`config.mk`:
```
export PLATFORM = sky130hd
export DESIGN_NAME = srbc_queue
export DESIGN_NICKNAME = d
export VERILOG_FILES = /design/src/rtl/sbox_rotate_block_cipher_top_defines.svh /design/src/rtl/srbc_pkg.sv /design/src/rtl/srbc_queue.sv
export SDC_FILE = /design/constraint.sdc
export NUM_CORES = 1
export LEC_CHECK = 0
export CAP_MARGIN = 20
export CORE_MARGIN = 2
export CORE_UTILIZATION = 34
export CTS_CLUSTER_SIZE = 8
export DETAILED_ROUTE_END_ITERATION = 8
export DONT_BUFFER_PORTS = 1
export HOLD_SLACK_MARGIN = 0.05
export SYNTH_ARGS = -nofsm -noshare
export SYNTH_HDL_FRONTEND = slang
export SYNTH_SLANG_ARGS = --single-unit
export TNS_END_PERCENT = 10
```
`constraint.sdc`:
```
create_clock -name aclk -period 6 [get_ports aclk]
set_input_delay 0 -clock aclk [delete_from_list [all_inputs] [get_ports aclk]]
set_output_delay 0 -clock aclk [all_outputs]
set_load 0.02 [all_outputs]
```
`src/rtl/sbox_rotate_block_cipher_top_defines.svh`:
```
// assertion macros for the substitution-rotation cipher block
`ifndef SBOX_ROTATE_BLOCK_CIPHER_TOP_DEFINES_SVH
`define SBOX_ROTATE_BLOCK_CIPHER_TOP_DEFINES_SVH

`ifndef SYNTHESIS
// check on every clock edge outside reset
`define SRBC_ASSERT_RST(label, prop, msg) \
    label: assert property (@(posedge aclk) disable iff (!aresetn) prop) else $error(msg);
// check on every clock edge, reset included
`define SRBC_ASSERT_ANY(label, prop, msg) \
    label: assert property (@(posedge aclk) prop) else $error(msg);
`else
`define SRBC_ASSERT_RST(label, prop, msg)
`define SRBC_ASSERT_ANY(label, prop, msg)
`endif

`endif

```
`src/rtl/srbc_pkg.sv`:
```
// shared types and constants of the substitution-rotation cipher block
`timescale 1ns / 1ps

package srbc_pkg;

    localparam int BLOCK_W     = 64;
    localparam int BYTE_W      = 8;
    localparam int LANES       = BLOCK_W / BYTE_W;
    localparam int SEL_W       = 3;
    localparam int TABLE_DEPTH = 256;
    localparam int ROUND_COUNT = 16;
    localparam int ROUND_W     = $clog2(ROUND_COUNT + 1);
    localparam int QUEUE_DEPTH = 2;
    localparam int QPTR_W      = (QUEUE_DEPTH > 1) ? $clog2(QUEUE_DEPTH) : 1;
    localparam int LEVEL_W     = $clog2(QUEUE_DEPTH + 1);

    // request codes on the input channel
    localparam logic [1:0] REQ_LOAD = 2'd0;
    localparam logic [1:0] REQ_ENC  = 2'd1;
    localparam logic [1:0] REQ_DEC  = 2'd2;
    localparam logic [1:0] REQ_NONE = 2'd3;

    typedef enum logic [1:0] {
        OP_LOAD,
        OP_ENC,
        OP_DEC
    } op_t;

    typedef enum logic {
        ST_IDLE,
        ST_RUN
    } st_t;

    typedef struct packed {
        op_t                op;
        logic [SEL_W-1:0]   sel;
        logic [BYTE_W-1:0]  idx;
        logic [BYTE_W-1:0]  val;
        logic [BLOCK_W-1:0] blk;
    } q_item_t;

    typedef struct packed {
        logic               not_empty;
        logic               full;
        logic [LEVEL_W-1:0] level;
    } q_stat_t;

    typedef struct packed {
        logic pop;
        logic done;
    } eng_stat_t;

endpackage

```
`src/rtl/srbc_queue.sv`:
```
// short item queue between front end and cipher engine
`timescale 1ns / 1ps

module srbc_queue (
    input  logic              aclk,
    input  logic              aresetn,
    input  logic              push,
    input  srbc_pkg::q_item_t push_item,
    input  logic              pop,
    output srbc_pkg::q_item_t head,
    output srbc_pkg::q_stat_t stat
);

    srbc_pkg::q_item_t                   slot_reg [srbc_pkg::QUEUE_DEPTH];
    logic [srbc_pkg::QPTR_W-1:0]         wr_ptr_reg, wr_ptr_next;
    logic [srbc_pkg::QPTR_W-1:0]         rd_ptr_reg, rd_ptr_next;
    logic [srbc_pkg::LEVEL_W-1:0]        level_reg, level_next;

    // pointer and fill level update
    always_comb begin
        wr_ptr_next = wr_ptr_reg;
        rd_ptr_next = rd_ptr_reg;
        level_next  = level_reg;
        if (push) begin
            if (wr_ptr_reg == srbc_pkg::QPTR_W'(srbc_pkg::QUEUE_DEPTH - 1)) begin
                wr_ptr_next = '0;
            end else begin
                wr_ptr_next = wr_ptr_reg + 1'b1;
            end
        end
        if (pop) begin
            if (rd_ptr_reg == srbc_pkg::QPTR_W'(srbc_pkg::QUEUE_DEPTH - 1)) begin
                rd_ptr_next = '0;
            end else begin
                rd_ptr_next = rd_ptr_reg + 1'b1;
            end
        end
        if (push && !pop) begin
            level_next = level_reg + 1'b1;
        end else if (pop && !push) begin
            level_next = level_reg - 1'b1;
        end
    end

    always_ff @(posedge aclk) begin
        if (!aresetn) begin
            wr_ptr_reg <= '0;
            rd_ptr_reg <= '0;
            level_reg  <= '0;
        end else begin
            wr_ptr_reg <= wr_ptr_next;
            rd_ptr_reg <= rd_ptr_next;
            level_reg  <= level_next;
        end
    end

    // item storage
    always_ff @(posedge aclk) begin
        if (push) begin
            slot_reg[wr_ptr_reg] <= push_item;
        end
    end

    assign head           = slot_reg[rd_ptr_reg];
    assign stat.not_empty = (level_reg != '0);
    assign stat.full      = (level_reg == srbc_pkg::LEVEL_W'(srbc_pkg::QUEUE_DEPTH));
    assign stat.level     = level_reg;

endmodule

```
# == After elaboration in Yosys (flattened, before gate mapping) ==
# Memories as Yosys holds them, arrays and structs flattened. A register that Yosys moved wholly into a read port is not among the register bits.
# Cells that the tools add are included.
# Widths: inputs -> output; s select.
# totals
ff_bits,4
output_inout_bits,89
elab_cells,23
ramBits,170
n_memories,1
# classes
n_eq_ne,1
n_mux,8
reduce_logical,6
add_sub_neg,4
# memory_table
memory,depth,width,rd,rd_ports_with_merged_regs,write_ports,line_no,rtl
slot_reg,2,85,1,1,1,srbc_queue.sv:14,srbc_pkg::q_item_t slot_reg [srbc_pkg::QUEUE_DEPTH];
# op_table
op,n
$mux 1,6
$mux 2,2
$reduce_bool 2->1,2
$add 1x1->1 const B,2
$add 2x1->2 const B,1
$eq 2x2->1 const B,1
$logic_and 1x1->1,2
$logic_not 1->1,2
$sub 2x1->2 const B,1

# == Depth between registers and ports, before layout ==
# depth
ltp_word,4
depth_mapped,5
ltp_nobuf,5

# == Worst setup path before layout ==
# No wires, ideal clock.
# synth_path
path_type,reg2reg
from,register wr_ptr_reg
to,"memory slot_reg[0][0] (netlist name), enable pin"
arrival_time_ps,4090
setup_time_ps,540
n_path_buf,0
slack_ps,1371
synth_period_minus_slack_ps,4629
path_stages_with_launch,2
cell_sequence,dfxtp_1 nor2b_1
# synth_rtl
item,line_no,rtl
"start, declared",srbc_queue.sv:15,"logic [srbc_pkg::QPTR_W-1:0] wr_ptr_reg, wr_ptr_next;"
"start signal, assigned",srbc_queue.sv:51,wr_ptr_reg <= wr_ptr_next;
"end, declared",srbc_queue.sv:14,
# Straight into the memory's write port.

# == Final worst setup path ==
# layout_path
from,register wr_ptr_reg
to,"memory slot_reg[0][77] (netlist name), enable pin"
# Straight into the memory's write port.

==> impl_metrics.env <==
export IMPL_status="finished clean"
export IMPL_power_share_combinational_pct=9.9
export IMPL_holdCritStartpoint="push_item[52]"
export IMPL_yosys_warnings=0
export IMPL_finClkSkew_ns=0.003613
export IMPL_fillers=1604
export IMPL_hold_slack_ns=0.2370
export IMPL_portBuffers=0
export IMPL_post_cts_resized=0
export IMPL_most_common_layout_cells="170 x edfxtp_1, 89 x dlygate4sd3_1, 50 x mux2_1"
export IMPL_start_kind="register"
export IMPL_drtPass1Iterations=4
export IMPL_die_area_mm2=0.01981
export IMPL_reg2reg_from="wr_ptr_reg"
export IMPL_die_h_um=140.8
export IMPL_root_buffer="clkbuf_16"
export IMPL_reg2reg_slack_ns=3.90
export IMPL_seqCellArea_mm2=0.005209
export IMPL_syn_to_final_growth_pct=27.35
export IMPL_fin_area_mm2=0.008099
export IMPL_critPathMaxStageDelay_ns=0.77
export IMPL_setup_viol=0
export IMPL_power_frac_clock_pct=38.6
export IMPL_layout_setup_ws_ns=3.896
export IMPL_largest_reg_flops=170
export IMPL_worstPathArrival_ns=2.14
export IMPL_clk_pin_slew_worst_paths_ns=0.06
export IMPL_num_antenna_cells=0
export IMPL_clock_fmax_mhz=475.3
export IMPL_final_common_cell="edfxtp_1"
export IMPL_htree_levels=4
export IMPL_multi_input_area_mm2=0.001082
export IMPL_maxCapViolCount=0
export IMPL_postCtsHoldBufs=89
export IMPL_antenna_found_initial=0
export IMPL_p_sw_share_pct=22.38
export IMPL_power_share_sequential_pct=51.5
export IMPL_r2r_end="slot_reg[0][77]"
export IMPL_hold_path_class="input port to register"
export IMPL_startpoint="wr_ptr_reg"
export IMPL_rows=50
export IMPL_path_cells="nor2b_4, buf_4"
export IMPL_tightest_slew_ns=0.9293
export IMPL_drc=0
export IMPL_drtAntennaViolNets=0
export IMPL_r2r_cells=2
export IMPL_synth_fp_nets=376
export IMPL_yosysSeqAreaShare_pct=81.84
export IMPL_p_per_area_mw_per_mm2=344.7
export IMPL_dp_slack_ns=3.863
export IMPL_viasPerCell=4.580
export IMPL_synth_top_cell_area_share_pct=80.27
export IMPL_ir_worst_vdd_mv=0.1813
export IMPL_final_max_slew_viol_count=0
export IMPL_place_area_mm2=0.006630
export IMPL_fin_util_pct=43.74
export IMPL_cts_sinks=175
export IMPL_initial_utilization_pct=34.34
export IMPL_grt_use_total_pct=11.95
export IMPL_hold_end="slot_reg[1][52]"
export IMPL_path_class="register to register"
export IMPL_min_path_cells=1
export IMPL_maxSlewHeadroom_pct=38.05
export IMPL_fin_tns_setup_ns=0
export IMPL_cts_buffer_depth=2
export IMPL_synth_cell_types=18
export IMPL_fin_nets=478
export IMPL_critPathSlowestCell="buf_4"
export IMPL_wl_per_cell_um=18.18
export IMPL_core_mm2=0.01852
export IMPL_wl_mm=11.54
export IMPL_ios=178
export IMPL_finalHoldViolCount=0
export IMPL_drive_above_1_share_pct=16.46
export IMPL_synth_top_area_cell="edfxtp_1"
export IMPL_gp_congestion=0.6793
export IMPL_p_int_mw=2.167
export IMPL_ys_seq_elements=175
export IMPL_required_ns=6.03
export IMPL_insertion_delay_ns=0.41
export IMPL_power_leakage_nw=2.699
export IMPL_synth_top_cells_by_area="edfxtp_1 80%, mux2_1 8.9%, mux2_2 6.2%, dfxtp_1 1.6%, buf_6 0.89%"
export IMPL_cts_tree="built"
export IMPL_fp_dieW_um=140.8
export IMPL_cts_buffers=17
export IMPL_crit_path_max_fanout=65
export IMPL_drt_initial_drc_count=98
export IMPL_cts_setup_buffers=0
export IMPL_grt_start_max_net_pins=66
export IMPL_syn_area_per_cell_um2=22.24
export IMPL_postSynthCellCount=286
export IMPL_synth_area_mm2=0.006360
export IMPL_period_share_pct=35.07
export IMPL_switching_power_mw=0.6248
export IMPL_cp_end_kind="register"
export IMPL_overflow=0
export IMPL_grt_setup_unrepaired="no"
export IMPL_grt_pass1_vias=3210
export IMPL_finalCriticalPeriod_ns=2.104
export IMPL_vias=2908
export IMPL_grt_pass1_wl_mm=17.87
-- stage by stage --
step                      std cells  power, mW
after floorplan                 286      1.656
after global placement          513      1.680
after detailed placement        514      1.690
after CTS                       635      2.837
after global routing            635      2.904
final                           635      2.792
-- power groups by stage --
stage,sequential (mW),clock [mW],combinational [mW]
final,1.44,1.08,0.276
after global routing,1.45,1.17,0.294
after CTS,1.44,1.12,0.282
after floorplan,1.46,0,0.198
after global placement,1.48,0,0.202
after detailed placement,1.47,0,0.223
-- cell usage after synthesis --
cell type,count
a21boi_1,1
and2_1,4
buf_2,3
buf_4,1
buf_6,5
dfxtp_1,5
edfxtp_1,170
ha_1,1
inv_1,1
mux2_1,50
mux2_2,35
nor2b_1,3
o21a_1,1
o21ai_0,1
or2_2,1
or3_1,1
xnor2_1,1
xor2_1,2
-- cell type report --
| type | count | share of cell area (%) |
|---|---|---|
| clock inverter | 12 | 1.746 |
| tap | 234 | 3.615 |
| clock buffer | 20 | 5.392 |
| timing repair buffer | 92 | 11.52 |
| inverter | 1 | 0.04635 |
| multi-input combinational | 101 | 13.36 |
| sequential | 175 | 64.31 |
-- worst max-delay path: cells and delay by family (launching register included) --
kind | cells | cell delay (ns)
AND/OR/NAND/NOR | 1 | 0.51
buffers and inverters | 1 | 0.77
flip-flops | 1 | 0.35
-- cell families after synthesis --
logic type	count (synthesis)	synth area share [%]
AO/OA/AOI/OAI	3	0.3148
XOR/XNOR	3	0.4132
adder cells (fa/ha/maj)	1	0.1967
buffers and inverters	10	1.298
flip-flops	175	81.84
multiplexers	85	15.05
AND/OR/NAND/NOR	9	0.8854
-- metal layers --
metal / routed length (µm) / global-route usage [%] / vias up
met5: 0 / 0 / -
met4: 140 / 4.632 / 0
met3: 823 / 4.620 / 7
met2: 6160 / 20.87 / 113
met1: 4420 / 13.18 / 1458
li1: - / - / 1330
-- how the worst max path moves through the flow --
| stage | to | slack [ns] |
|---|---|---|
| 6_report | slot_reg[0][77] | 3.90 |
| 5_1_grt | slot_reg[0][32] | 3.72 |
| 3_3_place_gp | slot_reg[0][36] | 3.89 |
| 2_1_floorplan | slot_reg[0][0] | 1.37 |
| 4_1_cts | slot_reg[0][63] | 3.85 |
| 3_5_place_dp | slot_reg[0][58] | 3.86 |
Note: power is estimated with default switching activity, not from simulation.
